--- src/sv/prq_pkg.sv ---
// Shared types, request and status codes, and default sizes for the ready-queue scheduler.
package prq_pkg;

  localparam int THREADS_DEF = 8;
  localparam int LEVELS_DEF  = 16;

  localparam logic [1:0] REQ_PUT   = 2'd0;
  localparam logic [1:0] REQ_GET   = 2'd1;
  localparam logic [1:0] REQ_SCHED = 2'd2;
  localparam logic [1:0] REQ_CHPRI = 2'd3;

  localparam logic [1:0] STAT_DONE  = 2'd0;
  localparam logic [1:0] STAT_NOP   = 2'd1;
  localparam logic [1:0] STAT_EMPTY = 2'd2;

  // Commands from the controller to the datapath, at most one active per cycle.
  typedef struct packed {
    logic load_req;
    logic rd_lvl;
    logic rd_que;
    logic rd_hlv;
    logic exec;
  } prq_cmd_t;

  // Status from the datapath to the controller.
  typedef struct packed {
    logic is_sched;
  } prq_stat_t;

endpackage

--- src/sv/prq_datapath.sv ---
// Datapath of the ready-queue scheduler: request registers, queue storage and result register.
module prq_datapath #(
  parameter int THREADS = prq_pkg::THREADS_DEF,
  parameter int LEVELS  = prq_pkg::LEVELS_DEF,
  localparam int TIDW   = $clog2(THREADS),
  localparam int PRIW   = $clog2(LEVELS)
) (
  input  logic                clk,
  input  logic                rst,
  input  prq_pkg::prq_cmd_t   cmd,
  output prq_pkg::prq_stat_t  stat,
  input  logic [1:0]          req_type,
  input  logic [TIDW-1:0]     thread_id,
  input  logic [PRIW-1:0]     new_priority,
  input  logic                keep_priority,
  output logic [1:0]          status,
  output logic [TIDW-1:0]     thread_out,
  output logic [PRIW-1:0]     old_priority
);

  localparam logic [TIDW:0] THREADS_W = (TIDW+1)'(THREADS);
  localparam logic [PRIW:0] LEVELS_W  = (PRIW+1)'(LEVELS);

  // Request registers.
  logic [1:0]      req_q;
  logic [TIDW-1:0] t_q;
  logic [PRIW-1:0] np_q;
  logic            keep_q;

  // Queue storage.
  logic [PRIW-1:0] thread_level   [THREADS];
  logic [TIDW-1:0] thread_link    [THREADS];
  logic [TIDW-1:0] level_head     [LEVELS];
  logic [TIDW-1:0] level_tail     [LEVELS];
  logic            thread_ready   [THREADS];
  logic            level_nonempty [LEVELS];

  // Read data and intermediate registers.
  logic [PRIW-1:0] lvl_rd;
  logic [PRIW-1:0] lvl_q;
  logic [PRIW-1:0] lvl_use_q;
  logic [PRIW-1:0] enc_q;
  logic            any_q;
  logic [TIDW-1:0] head_q;
  logic [TIDW-1:0] tail_q;
  logic [TIDW-1:0] link_q;

  logic [PRIW-1:0] enc;
  logic            any;
  logic            t_ok;
  logic            rdy_t;
  logic            is_sched;
  logic [PRIW-1:0] sat_np;
  logic [PRIW-1:0] lvl_sel;
  logic [TIDW-1:0] lvl_addr;
  logic            nonempty_l;
  logic            do_enq;
  logic            do_get;
  logic            get_tail;
  logic            set_level;

  assign is_sched  = (req_q == prq_pkg::REQ_SCHED);
  assign stat.is_sched = is_sched;
  assign t_ok      = ({1'b0, t_q} < THREADS_W);
  assign rdy_t     = t_ok ? thread_ready[t_q] : 1'b0;
  assign sat_np    = ({1'b0, np_q} >= LEVELS_W) ? PRIW'(LEVELS - 1) : np_q;
  assign set_level = (req_q == prq_pkg::REQ_CHPRI) && !rdy_t && !keep_q;
  assign lvl_sel   = is_sched ? enc_q : (set_level ? sat_np : lvl_rd);
  assign lvl_addr  = cmd.rd_hlv ? head_q : t_q;
  assign nonempty_l = level_nonempty[lvl_use_q];
  assign do_enq    = t_ok && !rdy_t &&
                     ((req_q == prq_pkg::REQ_PUT) || (req_q == prq_pkg::REQ_CHPRI));
  assign do_get    = t_ok && rdy_t && (req_q == prq_pkg::REQ_GET);
  // The popped thread was the only one left, or the level was already empty.
  assign get_tail  = !(nonempty_l && (tail_q != t_q));

  // Lowest-numbered non-empty level.
  always_comb begin
    enc = '0;
    any = 1'b0;
    for (int i = LEVELS - 1; i >= 0; i--) begin
      if (level_nonempty[i]) begin
        enc = PRIW'(i);
        any = 1'b1;
      end
    end
  end

  always_ff @(posedge clk) begin
    if (cmd.load_req) begin
      req_q  <= req_type;
      t_q    <= thread_id;
      np_q   <= new_priority;
      keep_q <= keep_priority;
    end
    if (cmd.rd_lvl) begin
      enc_q <= enc;
      any_q <= any;
    end
    if (cmd.rd_lvl || cmd.rd_hlv) begin
      lvl_rd <= thread_level[lvl_addr];
    end
    if (cmd.rd_que) begin
      lvl_q     <= lvl_rd;
      lvl_use_q <= lvl_sel;
      head_q    <= level_head[lvl_sel];
      tail_q    <= level_tail[lvl_sel];
      link_q    <= thread_link[t_q];
    end
  end

  // Memory writes, all in the execute cycle.
  always_ff @(posedge clk) begin
    if (cmd.exec && do_enq && set_level) begin
      thread_level[t_q] <= lvl_use_q;
    end
  end

  always_ff @(posedge clk) begin
    if (cmd.exec && do_enq && nonempty_l) begin
      thread_link[tail_q] <= t_q;
    end else if (cmd.exec && do_get) begin
      thread_link[t_q] <= '0;
    end
  end

  always_ff @(posedge clk) begin
    if (cmd.exec && do_enq && !nonempty_l) begin
      level_head[lvl_use_q] <= t_q;
    end else if (cmd.exec && do_get && !get_tail) begin
      level_head[lvl_use_q] <= link_q;
    end
  end

  always_ff @(posedge clk) begin
    if (cmd.exec && do_enq) begin
      level_tail[lvl_use_q] <= t_q;
    end
  end

  // Flags with a known reset value.
  always_ff @(posedge clk) begin
    if (rst) begin
      for (int i = 0; i < THREADS; i++) begin
        thread_ready[i] <= 1'b0;
      end
      for (int i = 0; i < LEVELS; i++) begin
        level_nonempty[i] <= 1'b0;
      end
    end else if (cmd.exec) begin
      if (do_enq) begin
        thread_ready[t_q]         <= 1'b1;
        level_nonempty[lvl_use_q] <= 1'b1;
      end else if (do_get) begin
        thread_ready[t_q] <= 1'b0;
        if (get_tail) begin
          level_nonempty[lvl_use_q] <= 1'b0;
        end
      end
    end
  end

  // Result register.
  always_ff @(posedge clk) begin
    if (cmd.exec) begin
      if (is_sched) begin
        if (any_q) begin
          status       <= prq_pkg::STAT_DONE;
          thread_out   <= head_q;
          old_priority <= lvl_rd;
        end else begin
          status       <= prq_pkg::STAT_EMPTY;
          thread_out   <= '0;
          old_priority <= '0;
        end
      end else begin
        thread_out <= t_q;
        if (!t_ok) begin
          status       <= prq_pkg::STAT_NOP;
          old_priority <= '0;
        end else begin
          status       <= (do_enq || do_get) ? prq_pkg::STAT_DONE : prq_pkg::STAT_NOP;
          old_priority <= lvl_q;
        end
      end
    end
  end

endmodule

--- src/sv/prq_ctrl.sv ---
// Controller of the ready-queue scheduler: request sequencing and result handshake.
module prq_ctrl (
  input  logic                clk,
  input  logic                rst,
  input  logic                req_valid,
  output logic                req_stall,
  output logic                rsp_valid,
  input  logic                rsp_stall,
  input  prq_pkg::prq_stat_t  stat,
  output prq_pkg::prq_cmd_t   cmd
);

  localparam logic [2:0] ST_IDLE = 3'd0;
  localparam logic [2:0] ST_LVL  = 3'd1;
  localparam logic [2:0] ST_QUE  = 3'd2;
  localparam logic [2:0] ST_HLV  = 3'd3;
  localparam logic [2:0] ST_EXE  = 3'd4;

  logic [2:0] state;
  logic [2:0] state_next;

  assign req_stall = (state != ST_IDLE);

  always_comb begin
    cmd        = '0;
    state_next = state;
    unique case (state)
      ST_IDLE: begin
        cmd.load_req = req_valid;
        if (req_valid) state_next = ST_LVL;
      end
      ST_LVL: begin
        cmd.rd_lvl = 1'b1;
        state_next = ST_QUE;
      end
      ST_QUE: begin
        cmd.rd_que = 1'b1;
        state_next = stat.is_sched ? ST_HLV : ST_EXE;
      end
      ST_HLV: begin
        cmd.rd_hlv = 1'b1;
        state_next = ST_EXE;
      end
      ST_EXE: begin
        cmd.exec = !rsp_valid || !rsp_stall;
        if (cmd.exec) state_next = ST_IDLE;
      end
      default: begin
        state_next = ST_IDLE;
      end
    endcase
  end

  always_ff @(posedge clk) begin
    if (rst) begin
      state     <= ST_IDLE;
      rsp_valid <= 1'b0;
    end else begin
      state <= state_next;
      if (cmd.exec) begin
        rsp_valid <= 1'b1;
      end else if (!rsp_stall) begin
        rsp_valid <= 1'b0;
      end
    end
  end

`ifndef SYNTHESIS
  a_accept_starts: assert property (@(posedge clk) disable iff (rst)
    (req_valid && !req_stall) |=> (state == ST_LVL))
    else $error("accepted item did not start the read sequence");

  a_exec_waits: assert property (@(posedge clk) disable iff (rst)
    (state == ST_EXE && rsp_valid && rsp_stall) |=> (state == ST_EXE && rsp_valid))
    else $error("execute did not wait for a pending result");

  a_cmd_single: assert property (@(posedge clk) disable iff (rst)
    $onehot0({cmd.load_req, cmd.rd_lvl, cmd.rd_que, cmd.rd_hlv, cmd.exec}))
    else $error("more than one datapath command in a cycle");

  a_exec_result: assert property (@(posedge clk) disable iff (rst)
    cmd.exec |=> (rsp_valid && state == ST_IDLE))
    else $error("execute did not present a result and return to idle");
`endif

endmodule

--- src/sv/priority_ready_queue_scheduler.sv ---
// Top level of the fixed-priority FIFO ready-queue scheduler.
// This block keeps one FIFO ready queue per priority level for a fixed-priority
// kernel, with a level, a ready flag and a next link per thread and a head, a
// tail and a non-empty flag per level. Each accepted request item gives exactly
// one result item. A request is taken while the block is idle and then runs
// through register-file reads with registered read data: the thread's level,
// then the chosen level's head, tail and the thread's link, and for schedule a
// second read of the head thread's level, followed by an execute cycle that
// updates the queues and loads the result register. Schedule uses the read
// port of the thread level store twice, so only schedule has the head level
// read. The result register holds a finished item while the next request is
// already accepted and read; only the execute cycle waits for the previous
// result to be taken. Level 0 is the most urgent.
// Ready and non-empty flags clear at reset; levels, links, heads and tails are
// valid only once written, so a put of a thread whose level was never set is
// not meaningful.
module priority_ready_queue_scheduler #(
  parameter int THREADS = prq_pkg::THREADS_DEF,
  parameter int LEVELS  = prq_pkg::LEVELS_DEF,
  localparam int TIDW   = $clog2(THREADS),
  localparam int PRIW   = $clog2(LEVELS)
) (
  input  logic            clk,
  input  logic            rst,
  input  logic            req_valid,
  output logic            req_stall,
  input  logic [1:0]      req_type,
  input  logic [TIDW-1:0] thread_id,
  input  logic [PRIW-1:0] new_priority,
  input  logic            keep_priority,
  output logic            rsp_valid,
  input  logic            rsp_stall,
  output logic [1:0]      status,
  output logic [TIDW-1:0] thread_out,
  output logic [PRIW-1:0] old_priority
);

  prq_pkg::prq_cmd_t  cmd;
  prq_pkg::prq_stat_t stat;

  // Sequencing and handshakes.
  prq_ctrl u_ctrl (
    .clk       (clk),
    .rst       (rst),
    .req_valid (req_valid),
    .req_stall (req_stall),
    .rsp_valid (rsp_valid),
    .rsp_stall (rsp_stall),
    .stat      (stat),
    .cmd       (cmd)
  );

  // Queue storage and result computation.
  prq_datapath #(
    .THREADS (THREADS),
    .LEVELS  (LEVELS)
  ) u_datapath (
    .clk           (clk),
    .rst           (rst),
    .cmd           (cmd),
    .stat          (stat),
    .req_type      (req_type),
    .thread_id     (thread_id),
    .new_priority  (new_priority),
    .keep_priority (keep_priority),
    .status        (status),
    .thread_out    (thread_out),
    .old_priority  (old_priority)
  );

endmodule
--- config.mk ---
export PLATFORM = sky130hd
export DESIGN_NAME = priority_ready_queue_scheduler
export DESIGN_NICKNAME = d
export VERILOG_FILES = /design/src/sv/prq_pkg.sv /design/src/sv/prq_datapath.sv /design/src/sv/prq_ctrl.sv /design/src/sv/priority_ready_queue_scheduler.sv
export SDC_FILE = /design/constraint.sdc
export NUM_CORES = 1
export LEC_CHECK = 0
export ABC_AREA = 1
export BUFFER_PORTS_ARGS = -buffer_cell sky130_fd_sc_hd__buf_2
export CAP_MARGIN = 20
export CORE_MARGIN = 2
export CORE_UTILIZATION = 55
export CTS_BUF_LIST = sky130_fd_sc_hd__clkbuf_8 sky130_fd_sc_hd__clkbuf_16
export CTS_CLUSTER_DIAMETER = 40
export CTS_CLUSTER_SIZE = 28
export DETAILED_ROUTE_END_ITERATION = 6
export PLACE_DENSITY = 0.74
export SYNTH_ARGS = -nofsm -noshare
export SYNTH_HDL_FRONTEND = slang
export SYNTH_SLANG_ARGS = --single-unit
--- constraint.sdc ---
create_clock -name clk -period 2.6 [get_ports clk]
set_input_delay 0.13 -clock clk [delete_from_list [all_inputs] [get_ports clk]]
set_output_delay 0.13 -clock clk [all_outputs]
set_load 0.01 [all_outputs]
==> results of run 1 <==
power by group:
group	switching [W]	internal (W)	total [W]
clock	0.00171	0.00239	0.00411
combinational	0.000977	0.000446	0.00142
sequential	0.000107	0.00429	0.00440
total	0.00280	0.00713	0.00993
final cells by class:
cell class / instances / area share [%]
Sequential cell: 232 / 55.4
Multi-Input combinational cell: 594 / 23.5
Clock buffer: 30 / 6.06
Inverter: 183 / 5.57
Timing Repair Buffer: 76 / 4.61
Tap cell: 265 / 2.68
Clock inverter: 26 / 2.23
path summary, 6_finish.rpt:
check / endpoint / cells after the start / start
hold reg to reg: u_datapath.lvl_q[3]$_DFFE_PN_ / 0 / u_datapath.lvl_rd[3]$_DFFE_PP_
setup / recovery: u_datapath.level_head[14][2]$_DFFE_PP_ / 8 / register
setup reg to reg: u_datapath.level_head[14][2]$_DFFE_PP_ / 8 / register
hold / removal: u_datapath.np_q[3]$_DFFE_PP_ / 2 / new_priority[3]
sequential cells by signal, indices dropped and copies added (netlist names), 2 cells and up, named ones only:
signal                     cells
u_datapath.lvl_use_q           4
u_datapath.req_q               2
u_datapath.lvl_rd              4
u_datapath.tail_q              3
u_datapath.link_q              3
u_datapath.old_priority        4
u_datapath.thread_ready        8
u_datapath.thread_link        24
u_datapath.enc_q               4
u_datapath.level_tail         48
u_datapath.thread_out          3
u_datapath.thread_level       32
u_datapath.level_head         48
u_datapath.t_q                 3
u_datapath.head_q              3
u_datapath.lvl_q               4
u_datapath.level_nonempty     16
u_ctrl.state                   3
u_datapath.status              2
u_datapath.np_q                4
routing by layer:
layer,vias up,routed length (um)
met2,309,11800
met3,45,1910
met5,-,0
li1,3675,-
met1,3652,9950
met4,0,611
Yosys cell counts (all sizes together) (9+ instances only):
cell	count
nor3	13
nor4	9
o21ai	48
clkbuf	15
buf	28
nor2	113
edfxtp	221
nand3b	25
nand3	150
a21oi	15
inv	183
o22ai	9
nand2	179
dfxtp	11
cells by family (layout without fill, tap and decap cells):
logic type,count (synthesis),after routing,synth area share [%]
and+or+nand+nor,496,496,21.3
DFF,232,232,64.1
buffers and inverters,226,315,8.78
AOI/OAI and AO/OA,94,94,5.40
adders and majority gates,3,3,0.351
xor gates and xnor gates,1,1,0.0818
per-stage QoR:
step	setup TNS (ns)	hold WS [ns]	worst slack, ns
after floorplan	-1.77	0.229	-0.0369
after global placement	0	0.307	0.357
after detailed placement	0	0.310	0.233
after CTS	0	0.276	0.218
after global routing	0	0.293	0.0775
final	0	0.287	0.185
==> Flow_metrics.wiki, run 1 <==
{| class="wikitable"
! Metric !! Value
|-
| Via count of the first global-routing pass || 7286
|-
| CTS clock-pin slew for the worst setup and hold paths || 0.06 ns
|-
| Post-Synthesis Cell Area || 0.0107 sq mm
|-
| Post-Route Skew || 0.0194 ns
|-
| Clk Latency, worst-skew pair || 0.56 ns
|-
| Maximum net fanout on the critical path || 16
|-
| H-Tree Depth || 1
|-
| Synthesized flop and latch total || 232
|-
| Placed Area || about 0.011 sq mm
|-
| Clock Root Buffer || clkbuf_16
|-
| Max-capacitance violation count || 0
|-
| Cell with the largest stage delay on the worst path || dfxtp_1
|-
| Final HPWL from detailed placement || 16100 um
|-
| Average size of a mapped cell || 10.2 sq um
|-
| Final antenna-violating net count || 0
|-
| Number of vias after detailed routing || roughly 7700
|-
| Setup violations, final || 0
|-
| Sinks on the clock net || between 200 and 250
|-
| Area share of the leading cell type in the synthesized netlist || 62.0%
|-
| Data required time of the critical path || 2.80 ns
|-
| Kind of launch point of the worst setup path || register
|-
| Core region area || between 0.015 and 0.02 sq mm
|-
| First-pass GRT wire length || roughly 38000 um
|-
| Largest net degree at the start of global routing || 51
|-
| Number of DRC markers in iteration 0 || 732
|-
| Final period utilization || 92.9%
|-
| Area of the die || between 0.02 and 0.025 sq mm
|-
| Run status || finished clean
|-
| Seq. cell area || approximately 0.0069 sq mm
|-
| Yosys warnings || 0
|-
| Most frequent standard cell in the layout excluding fill and tap cells || edfxtp_1
|-
| Count of placed standard cells in the final layout, fillers left out || ~1400
|-
| Worst max-slew margin expressed relative to the limit || 48.0%
|-
| Multi-input gate area in the final layout || around 0.0029 sq mm
|-
| Site row count || 51
|-
| Static power due to leakage || roughly 5.0 nW
|-
| Fraction of final layout cells with drive strength greater than 1 || 13.1%
|-
| Critical Path AT || 2.61 ns
|-
| CTS tree || yes
|-
| IR Drop Worst-Case VDD || 0.000606 V
|-
| Net count of the mapped netlist || about 1100
|-
| Critical Path, Cell by Cell || o21ai_0, a21oi_1, o221ai_1, nand2_1, o21ai_2, o22ai_2, inv_2, nor2_1
|-
| Cts repair resizes || 0
|-
| Worst Tran Pin Value || 0.774 ns
|-
| Final wirelength || between 20000 and 25000 um
|-
| Crit-path max cell delay || 0.61 ns
|-
| Worst setup path class || register to register
|-
| Area delta synth->final || 15.7%
|-
| Post-route design area || 0.0124 sq mm
|-
| Nets || 1134
|-
| Commonest non-fill, non-tap cells in the layout || 221 x edfxtp_1, 177 x inv_1, 172 x nand2_1, 147 x nand3_1, 107 x nor2_1
|-
| Diodes inserted || 0
|-
| Register area share after synthesis || 64.1%
|-
| Fin. max-slew vios || 0
|-
| Worst Path Buf+Inv || 1
|-
| Critical path's top delay family || compound AO/OA/AOI/OAI gates
|-
| Setup bufs post-CTS || 0
|-
| Number of buffers between clock root and the deepest sink || 3
|-
| Mean number of vias per cell || 5.46
|-
| Final-report hold violation count || 0
|-
| Post-Route Utilization || between 60% and 70%
|-
| Top cells by area in the synthesized netlist || edfxtp_1 62%, nand3_1 6.9%, inv_1 6.2%
|-
| Final period demand of the worst path || about 2.4 ns
|-
| Number of synthesized flops with an enable pin || 221
|-
| Remaining routing DRC violations || 0
|-
| Top flip-flop cell by instance count after synthesis || edfxtp_1
|-
| RSZ-0062 raised after global routing || no
|-
| Number of search-and-repair iterations in the first detailed-routing pass || 6
|-
| Average detailed-routed wire length per instance || about 17 um
|-
| Share of flip-flops with an asynchronous set or reset after synthesis || 0%
|-
| Layout filler cell count || 1477
|-
| GRT overflow || 0
|-
| Largest area contributor in the netlist || edfxtp_1
|-
| Overall track demand over capacity in global routing || a little under a quarter
|-
| IO buf count || 24
|-
| Slack of the worst reg-to-reg path || 0.18 ns
|-
| Initial antenna violation count || 0
|-
| Tot Pwr || 0.00993 W
|-
| Worst Hold Class || input port to register
|-
| Pwr Density || 802 mW/mm^2
|-
| TritonCTS Buffers || 30
|-
| Cells after DPL || 1336
|-
| Gate count of the mapped netlist || 1052
|-
| Layer with the highest usage after global routing || met2
|-
| Die height || around 140 um
|-
| Met3 track utilization from global routing || under 10%
|-
| Horizontal extent of the die || 143 um
|-
| Count of unique library cells instantiated by Yosys || 45
|-
| Number of buffers inserted by hold repair at cts || 14
|-
| Met2 track demand over resource in global routing || ~40%
|-
| Final GP Congestion || 0.867
|-
| Kind of end point of the critical path || register
|-
| Fmax || 414 MHz
|-
| Effective utilization at floorplan || 55.5%
|-
| Grt met1 use || between 30% and 40%
|-
| I/O pin count || 25
|}
No activity file was read; power rests on OpenSTA's default activity.
==> inputs of run 2 (changes only) <==
Settings changed: CTS_BUF_LIST sky130_fd_sc_hd__clkbuf_8 sky130_fd_sc_hd__clkbuf_16 to sky130_fd_sc_hd__clkbuf_4 sky130_fd_sc_hd__clkbuf_8.
==> run 2 against run 1 <==
Worst setup slack improved by 0.042 ns. First-iteration DRC count shrank 13%. Fmax up 1.8%. Final area decreased by 2.8%. Via count down 0.92%. Core utilization down 1.8 points. Total power decreased by 12%. Routed wire length decreased by 2.2%. Register-to-register slack better by 0.04 ns. Sequential power barely moved. Critical path type unchanged. Highest routed layer unchanged.
==> Flow_metrics.wiki, run 2 (same netlist as run 1, synthesis figures left out) <==
{| class="wikitable"
! Metric !! Value
|-
| Kind of end point of the critical path || register
|-
| IO buf count || 24 (unchanged)
|-
| Clock Root Buffer || clkbuf_8
|-
| Critical Path AT || 2.61 ns (about the same)
|-
| IR Drop Worst-Case VDD || 0.000608 V (+0.27%)
|-
| Pwr Density || 726 mW/mm^2 (-9.4%)
|-
| Static power due to leakage || 4.86 nW (-3.1%)
|-
| H-Tree Depth || 1 (unchanged)
|-
| Crit-path max cell delay || 0.61 ns (about the same)
|-
| Kind of launch point of the worst setup path || register
|-
| Final-report hold violation count || 0 (unchanged)
|-
| Fmax || 421 MHz (+1.8%)
|-
| Final wirelength || 23700 um (-2.2%)
|-
| Most frequent standard cell in the layout excluding fill and tap cells || edfxtp_1
|-
| Nets || 1134 (unchanged)
|-
| Overall track demand over capacity in global routing || 23.5% (-0.35 points)
|-
| Cells after DPL || 1336 (unchanged)
|-
| Final HPWL from detailed placement || 16100 um (unchanged)
|-
| Effective utilization at floorplan || 55.5% (unchanged)
|-
| Die height || 143 um (unchanged)
|-
| Site row count || 51 (unchanged)
|-
| GRT overflow || 0 (unchanged)
|-
| Number of DRC markers in iteration 0 || 637 (-13%)
|-
| Initial antenna violation count || 0 (unchanged)
|-
| Post-Route Skew || 0.0246 ns (+0.00520 ns)
|-
| Cell with the largest stage delay on the worst path || dfxtp_1
|-
| Number of search-and-repair iterations in the first detailed-routing pass || 6 (unchanged)
|-
| Worst Hold Class || input port to register
|-
| Final period demand of the worst path || 2.37 ns (-0.0419 ns)
|-
| Worst setup path class || register to register
|-
| Placed Area || 0.0112 sq mm (unchanged)
|-
| Via count of the first global-routing pass || 7188 (-1.3%)
|-
| Largest net degree at the start of global routing || 51 (unchanged)
|-
| TritonCTS Buffers || 30 (unchanged)
|-
| Max-capacitance violation count || 0 (unchanged)
|-
| Worst Tran Pin Value || 0.784 ns (+0.00986 ns)
|-
| Setup violations, final || 0 (unchanged)
|-
| Data required time of the critical path || 2.84 ns (+0.04 ns)
|-
| Sinks on the clock net || 232 (unchanged)
|-
| Commonest non-fill, non-tap cells in the layout || 221 x edfxtp_1, 177 x inv_1, 172 x nand2_1, 147 x nand3_1, 107 x nor2_1
|-
| Setup bufs post-CTS || 0 (unchanged)
|-
| Fin. max-slew vios || 0 (unchanged)
|-
| Mean number of vias per cell || 5.41 (-0.92%)
|-
| Seq. cell area || 0.00686 sq mm (unchanged)
|-
| Number of buffers between clock root and the deepest sink || 3 (unchanged)
|-
| Worst max-slew margin expressed relative to the limit || 47.3% (-0.66 points)
|-
| Final GP Congestion || 0.867 (unchanged)
|-
| Post-Route Utilization || 62.5% (-1.8 points)
|-
| Post-route design area || 0.0120 sq mm (-2.8%)
|-
| Largest registers || u_datapath.level_head: 48 flops, u_datapath.level_tail: 48 flops, u_datapath.thread_level: 32 flops
|-
| Critical Path, Cell by Cell || o21ai_0, a21oi_1, o221ai_1, nand2_1, o21ai_2, o22ai_2, inv_2, nor2_1
|-
| Final period utilization || 91.3% (-1.6 points)
|-
| Area delta synth->final || 12.5%
|-
| Multi-input gate area in the final layout || 0.00291 sq mm (unchanged)
|-
| Count of placed standard cells in the final layout, fillers left out || 1406 (unchanged)
|-
| I/O pin count || 25 (unchanged)
|-
| Maximum net fanout on the critical path || 16 (unchanged)
|-
| Final antenna-violating net count || 0 (unchanged)
|-
| Horizontal extent of the die || 143 um (unchanged)
|-
| Layout filler cell count || 1522 (+3.0%)
|-
| Core region area || 0.0193 sq mm (unchanged)
|-
| CTS tree || yes
|-
| Remaining routing DRC violations || 0 (unchanged)
|-
| Fraction of final layout cells with drive strength greater than 1 || 13.1% (unchanged)
|-
| Area of the die || 0.0206 sq mm (unchanged)
|-
| CTS clock-pin slew for the worst setup and hold paths || 0.08 ns (+0.02 ns)
|-
| RSZ-0062 raised after global routing || no
|-
| Diodes inserted || 0 (unchanged)
|-
| Clk Latency, worst-skew pair || 0.59 ns (+0.03 ns)
|-
| Final setup TNS || 0 ns (unchanged)
|-
| Number of vias after detailed routing || 7610 (-0.92%)
|-
| Run status || finished clean
|-
| Average detailed-routed wire length per instance || 16.8 um (-2.2%)
|-
| First-pass GRT wire length || 37600 um (-1.1%)
|}
run 2: changes by cell type in the layout (fill, tap and decap cells not counted), sizes merged:
cell / before / now
clkinv: 10 / 9
inv: 193 / 194
run 2: final timing paths:
| check | from | end | slack, ns | cells past startpoint |
|---|---|---|---|---|
| worst max-delay path | register | u_datapath.level_head[14][2]$_DFFE_PP_ | 0.23 | 8 |
| worst min-delay path | new_priority[3] | u_datapath.np_q[3]$_DFFE_PP_ | 0.26 | 2 |
| worst max register to register | register | u_datapath.level_head[14][2]$_DFFE_PP_ | 0.23 | 8 |
| worst min register to register | u_datapath.lvl_rd[3]$_DFFE_PP_ | u_datapath.lvl_q[3]$_DFFE_PN_ | 0.45 | 0 |
run 2: critical path, delay by kind of cell (launching register included):
family          cells  cell delay (ns)
compound gates      5             0.73
flops               1             0.61
simple gates        2             0.50
buf+inv             1             0.18
run 2: layout make-up:
class	count	share of cell area, %
Sequential cell	232	56.9
Multi-Input combinational cell	594	24.2
Inverter	183	5.73
Timing Repair Buffer	76	4.74
Clock buffer	30	3.43
Tap cell	265	2.75
Clock inverter	26	2.23
run 2: metrics by stage:
step	hold slack (ns)	total power [W]	worst slack, ns
global route	0.247	0.00912	0.0478
finish	0.256	0.00875	0.227
global placement	0.307	0.00584	0.357
detailed placement	0.310	0.00586	0.233
CTS	0.217	0.00880	0.205
floorplan	0.229	0.00542	-0.0369
run 2: what timing repair did:
| action | in CTS | in global routing |
|---|---|---|
| resized for setup | 0 | 0 |
| hold buffers | 14 | 0 |
| endpoints found under the setup margin | 0 | 0 |
| hold endpoints to repair | 17 | 0 |
run 2: routing by layer:
| metal | vias to the layer above | track usage [%] | wire length (um) |
|---|---|---|---|
| met5 | - | 0 | 0 |
| met2 | 281 | 39.4 | 11600 |
| met3 | 43 | 3.60 | 1710 |
| li1 | 3670 | - | - |
| met1 | 3616 | 32.5 | 9940 |
| met4 | 0 | 5.99 | 473 |
run 2: where the power goes:
| part | switching, W | leakage, nW | internal [W] |
|---|---|---|---|
| clock network | 0.00154 | 0.335 | 0.00140 |
| registers | 0.000106 | 2.12 | 0.00429 |
| logic | 0.000969 | 2.40 | 0.000446 |
| total | 0.00261 | 4.86 | 0.00613 |
